--- config.mk ---
export PLATFORM = sky130hd
export DESIGN_NAME = rau_ctrl
export DESIGN_NICKNAME = d
export VERILOG_FILES = /design/src/hw/rtl/rau_pkg.sv /design/src/hw/rtl/rau_ctrl.sv
export VERILOG_INCLUDE_DIRS = /design/src /design/src/hw/rtl
export SDC_FILE = /design/constraint.sdc
export NUM_CORES = 1
export LEC_CHECK = 0
export BUFFER_PORTS_ARGS = -buffer_cell sky130_fd_sc_hd__buf_2
export CORE_AREA = 4 4 41 43
export CTS_CLUSTER_DIAMETER = 60
export DETAILED_ROUTE_END_ITERATION = 10
export DIE_AREA = 0 0 45 47
export SETUP_SLACK_MARGIN = 0.2
export SYNTH_ARGS = -nofsm -noshare
export SYNTH_HDL_FRONTEND = slang
export SYNTH_SLANG_ARGS = --single-unit
--- constraint.sdc ---
create_clock -name clk_i -period 2.85 [get_ports clk_i]
set_clock_uncertainty 0.15 [all_clocks]
set_input_delay 0.285 -clock clk_i [delete_from_list [all_inputs] [get_ports clk_i]]
set_output_delay 0.285 -clock clk_i [all_outputs]
set_load 0.02 [all_outputs]
--- src/hw/rtl/assert_macros.svh ---
// Assertion macros shared by the RTL files of the rational arithmetic unit.
// Bodies are empty when SYNTHESIS is defined.
`ifndef ASSERT_MACROS_SVH
`define ASSERT_MACROS_SVH
`ifndef SYNTHESIS
`define ASSERT_IMPL(lbl, clk, rstn, prop) \
  lbl: assert property (@(posedge clk) disable iff (!rstn) (prop)) else $error("%m: lbl");
`define ASSERT_NEVER(lbl, clk, rstn, cond) \
  lbl: assert property (@(posedge clk) disable iff (!rstn) !(cond)) else $error("%m: lbl");
`else
`define ASSERT_IMPL(lbl, clk, rstn, prop)
`define ASSERT_NEVER(lbl, clk, rstn, cond)
`endif
`endif

--- src/hw/rtl/rau_pkg.sv ---
// Package for the rational arithmetic unit: operation codes, command and
// status structs shared by controller and datapath. No dependencies.
package rau_pkg;
  localparam logic [2:0] OP_ADD = 3'd0;
  localparam logic [2:0] OP_SUB = 3'd1;
  localparam logic [2:0] OP_MUL = 3'd2;
  localparam logic [2:0] OP_DIV = 3'd3;
  localparam logic [2:0] OP_NEG = 3'd4;
  localparam logic [2:0] OP_CMP = 3'd5;
  localparam logic [2:0] OP_INT = 3'd6;
  localparam logic [2:0] OP_RED = 3'd7;

  // controller -> datapath
  typedef struct packed {
    logic load;      // capture operands, normalize
    logic mult;      // form cross products / numerator and denominator
    logic combine;   // signed add, pick result, set up gcd
    logic gcd_step;  // one binary gcd step
    logic div_start; // start dividing num and den by gcd
    logic div_step;  // one restoring division step on both
    logic finish;    // fit check, drive result register
  } rau_cmd_t;

  // datapath -> controller
  typedef struct packed {
    logic gcd_done;
    logic need_reduce;
    logic div_last;
  } rau_stat_t;
endpackage

--- src/hw/rtl/rau_ctrl.sv ---
// Controller of the rational arithmetic unit: sequences load, multiply,
// gcd and division steps. Depends on rau_pkg and assert_macros.svh.
`include "assert_macros.svh"
module rau_ctrl (
  input  logic               clk_i,
  input  logic               rst_ni,
  input  logic               in_valid_i,
  output logic               in_stall_o,
  output logic               out_valid_o,
  input  logic               out_stall_i,
  output rau_pkg::rau_cmd_t  cmd_o,
  input  rau_pkg::rau_stat_t stat_i
);
  import rau_pkg::*;

  localparam logic [2:0] S_IDLE = 3'd0;
  localparam logic [2:0] S_MULT = 3'd1;
  localparam logic [2:0] S_COMB = 3'd2;
  localparam logic [2:0] S_GCD  = 3'd3;
  localparam logic [2:0] S_DIV  = 3'd4;
  localparam logic [2:0] S_FIN  = 3'd5;

  logic [2:0] state_q, state_d;
  logic       ov_q, ov_d;
  logic       red_q, red_d;

  logic busy;
  assign busy = (state_q != S_IDLE);
  // no new item while busy or while a stalled result waits
  assign in_stall_o = busy || (ov_q && out_stall_i);
  assign out_valid_o = ov_q;

  always_comb begin
    state_d = state_q;
    ov_d    = ov_q && out_stall_i;
    red_d   = red_q;
    cmd_o   = '0;
    unique case (state_q)
      S_IDLE: if (in_valid_i && !in_stall_o) begin
        cmd_o.load = 1'b1; state_d = S_MULT;
      end
      S_MULT: begin cmd_o.mult = 1'b1; state_d = S_COMB; end
      S_COMB: begin
        cmd_o.combine = 1'b1;
        red_d = stat_i.need_reduce;
        state_d = stat_i.need_reduce ? S_GCD : S_FIN;
      end
      S_GCD: begin
        cmd_o.gcd_step = 1'b1;
        if (stat_i.gcd_done) begin
          cmd_o.div_start = 1'b1; state_d = S_DIV;
        end
      end
      S_DIV: begin
        cmd_o.div_step = 1'b1;
        if (stat_i.div_last) state_d = S_FIN;
      end
      S_FIN: if (!(ov_q && out_stall_i)) begin
        cmd_o.finish = 1'b1; ov_d = 1'b1; state_d = S_IDLE;
      end
      default: state_d = S_IDLE;
    endcase
  end

  always_ff @(posedge clk_i or negedge rst_ni) begin
    if (!rst_ni) begin
      state_q <= S_IDLE; ov_q <= 1'b0; red_q <= 1'b0;
    end else begin
      state_q <= state_d; ov_q <= ov_d; red_q <= red_d;
    end
  end

  `ASSERT_IMPL(fin_not_clobber, clk_i, rst_ni, cmd_o.finish |-> !(ov_q && out_stall_i))
  `ASSERT_IMPL(load_only_idle, clk_i, rst_ni, cmd_o.load |-> state_q == S_IDLE)
  `ASSERT_IMPL(gcd_after_reduce, clk_i, rst_ni, (state_q == S_GCD) |-> red_q)
endmodule

Word-level counts from Yosys, hierarchy flattened
Cells that the tools add are included.
- input port bits: 7
- register bits: 4
- output and inout port bits: 9
- logic and storage cells: 34
- muxes and demuxes: 16
- equal/unequal tests: 9
- reduce and logical (&&, ||, !) cells: 7
- operators with widths (operator ; number):
    $pmux W3 S6 ; 1
    $mux W3 ; 5
    $mux W1 ; 9
    $ne A2 B2 Y1 const B ; 4
    $eq A3 B2 Y1 const B ; 2
    $eq A3 B3 Y1 const B ; 2
    $reduce_and A4 Y1 ; 1
    $eq A3 B1 Y1 const B ; 1
    $logic_not A3 Y1 ; 1
    $reduce_bool A3 Y1 ; 1
    $logic_and A1 B1 Y1 ; 2
    $mux W2 ; 1
    $logic_not A1 Y1 ; 1
    $logic_or A1 B1 Y1 ; 1

Logic depth before layout (Yosys ltp)
- depth in word-level cells: 6
- depth in mapped cells: 4
- gate-level depth less buffers: 3

Worst setup path after synthesis
Ideal clock, no wire load.
- path type: flip-flop to output port
- start point: reg state_q[1]
- end point: out cmd_o[0] (netlist bit)
- path slack: 1200 ps
- stages on the path, launching flop included: 5
- path buffers: 1
- data arrival time: 1215 ps
- required time: 2415 ps
- path through: dfrtp_1 > buf_4 > nand2b_4 > or2_1 > a21oi_1
- RTL lines (item ; RTL line ; source):
    start, declared ; rau_ctrl.sv:23 ; logic [2:0] state_q, state_d;
    start signal, assigned ; rau_ctrl.sv:69 ; state_q <= state_d; ov_q <= ov_d; red_q <= red_d;
    end, declared ; rau_ctrl.sv:11 ; output rau_pkg::rau_cmd_t cmd_o,

==> run_results.csv <==
group,metric,value,unit
critical_path,ff2ff_path_depth,3,
placed_design,io_buffers,15,
synth,synthTopCellsByArea,"dfrtp_1, nand2b_4, nor2_1, a211o_1, a21oi_1",
timing,setup_viol,0,
global_routing,grt_pass1_vias,273,
global_routing,antenna_found_initial,0,
critical_path,path_class,"flop to output port",
global_routing,grt-ovfl-total,0,
global_routing,grt_max_degree,10,
cts,cts_sinks,4,
critical_path,startpoint_type,"flop",
synth,syn_area,277,um^2
timing,tightestPinTransition,323,ps
floorplan,ios,16,
outcome,status,"complete, no violations",
floorplan,chipWidth,45,um
layout,mostFrequentLayoutCell,"buf_2",
synth,synth_top_area_cell,"dfrtp_1",
layout,area_growth,41.6,%
floorplan,die_y,47,um
route,dr.pass1.iters,4,
critical_path,reg2reg_slack,1490,ps
route,wirelength,741,um
flow_run,maxCapViolCount,0,
critical_path,path_max_fanout,9,
power,leakage,0.220,nW
critical_path,slowest_stage,"dfrtp_1",
synth,yosysWarningCount,0,
critical_path,r2r_end,"state_q[2]",
critical_path,path_cells,"nand2b_4 -> or2_1 -> a21oi_1 -> buf_2",
critical_path,crit_path_end_kind,"output port",
route,vias,310,
timing,rsz0062_at_grt,"no",
critical_path,endpoint,"cmd_o[0]",
synth,synth.top_cell.area_share,36.2,%
route,avgRoutedWirePerCell,11.4,um
route,drc,0,
floorplan,core,1300,um^2
power,ir_worst_vdd,360,uV
floorplan,rows,13,
critical_path,required,2410,ps
power,cellPowerDensity,1160,nW/um^2
critical_path,r2r_start,"state_q[1]",
synth,ys_seq_area_share,36.2,%
global_routing,grt_pass1_wl,1.17,mm
route,antenna_left,0,
floorplan,start_util,21.2,%
synth,syn_avg_cell_area,8.38,um^2
layout,final_design_area_no_fill,392,um^2
timing,min_period,1870,ps
cts,cts_buffers,3,
layout,drive_gt1_share,44.0,%
cts,cts_max_path_buffers,2,
layout,antenna-diode-count,0,
floorplan,die_area,2120,um^2
timing,relSlewSlack,78.4,%
cts,clockRootBuffer,"clkbuf_4",
layout,fill_cells,155,
cts,clk_pin_slew,30,ps
critical_path,startpoint,"state_q[1]",
timing,post-route-period-util,65.7,%
cts,post_cts_buffers,0,
synth,ys_ff_latch,4,
route,viasPerCell,4.77,
cts,cts-htree-levels,1,
critical_path,crit_arrival,1440,ps
timing,slew_viol_final,0,
timing,fin_tns_setup,0,ps
cts,cts_tree,"yes",
layout,most-common-layout-cells,"buf_2, nor2_1, dfrtp_1",
cts,post_cts_resized,0,
placed_design,post-dp-hpwl,586,um
timing,fmax,534,MHz
cts,insertion_delay,240,ps
global_routing,grt.total_usage,8.94,%
timing,hold_viol,0,
synth,yosys.cell_types.count,20,
placed_design,placed_cell_area,359,um^2
route,drt_iter0_markers,6,
placed_design,gp_congestion,0.772,
critical_path,slowest_delay,480,ps
synth,synth_cells,33,
layout,nets,59,
hold_path,min_path_type,"input pin to flop",
synth,synth.net_count,40,
cts,cts_hold_buf,1,
## synth_stat cells, drive strengths merged
| cell | instances |
|---|---|
| a211o | 2 |
| a21oi | 3 |
| a22o | 1 |
| a311oi | 1 |
| and3 | 1 |
| buf | 1 |
| clkbuf | 1 |
| dfrtp | 4 |
| inv | 2 |
| nand2 | 2 |
| nand2b | 3 |
| nand3 | 1 |
| nor2 | 6 |
| nor2b | 1 |
| nor3 | 1 |
| o21ai | 1 |
| o22ai | 1 |
| or2 | 1 |
## how the worst min path moves through the flow
stage | from | end | depth (start not counted)
after global placement | rst_ni | out_valid_o | 1
after floorplan | rst_ni | out_valid_o | 0
after CTS | stat_i[2] | state_q[1] | 2
after global routing | stat_i[2] | state_q[1] | 2
final | stat_i[2] | state_q[1] | 2
after detailed placement | rst_ni | out_valid_o | 1
## worst max-delay path: cells and delay by family, from the launching register on
kind,cells,cell delay (ps)
AND/OR/NAND/NOR,2,440
flip-flops,1,480
AO/OA/AOI/OAI,1,110
buffers and inverters,1,170
## power breakdown
part           internal (mW)  switching, mW
clock network         0.0473         0.0259
logic                  0.108          0.138
registers             0.0818         0.0516
total                  0.237          0.216
## metal layers
metal	global-route usage [%]	up-vias	wire length [um]	part of all wire, %
li1	-	149	-	-
met1	9.13	136	319	43
met2	11.0	21	294	40
met3	6.13	4	90	12
met4	10.5	0	36	4.9
met5	0	-	0	0
## registers in the layout, indices dropped and copies added (netlist names)
name and cells:
state_q 3, out_valid_o 1
## cell type report
cell class,instances,area (um^2),share of cell area [%]
multi-input cells,25,158,40.3
flip-flops and latches,4,100,25.6
repair buffers,16,85.1,21.7
clock buffers,3,22.5,5.75
well taps,15,18.8,4.79
inverters,2,7.51,1.92
## cell families after synthesis
logic type	Yosys count	synth area share, %
AO/OA/AOI/OAI	9	23.5
buffers and inverters	4	6.78
flip-flops	4	36.2
AND/OR/NAND/NOR	16	33.5
## stage by stage
step                      utilization, %  hold slack, ps  worst slack (ps)  power, mW  instances
after floorplan                        -            -161              1200      0.319         33
after global placement              27.6           -56.0              1260      0.381         61
after detailed placement            27.6           -52.3              1220      0.383         61
after CTS                           30.1             126               974      0.461         65
after global routing                30.1             140               881      0.496         65
final                               30.1             131               977      0.453         65
(Power assumes the default switching activity.)
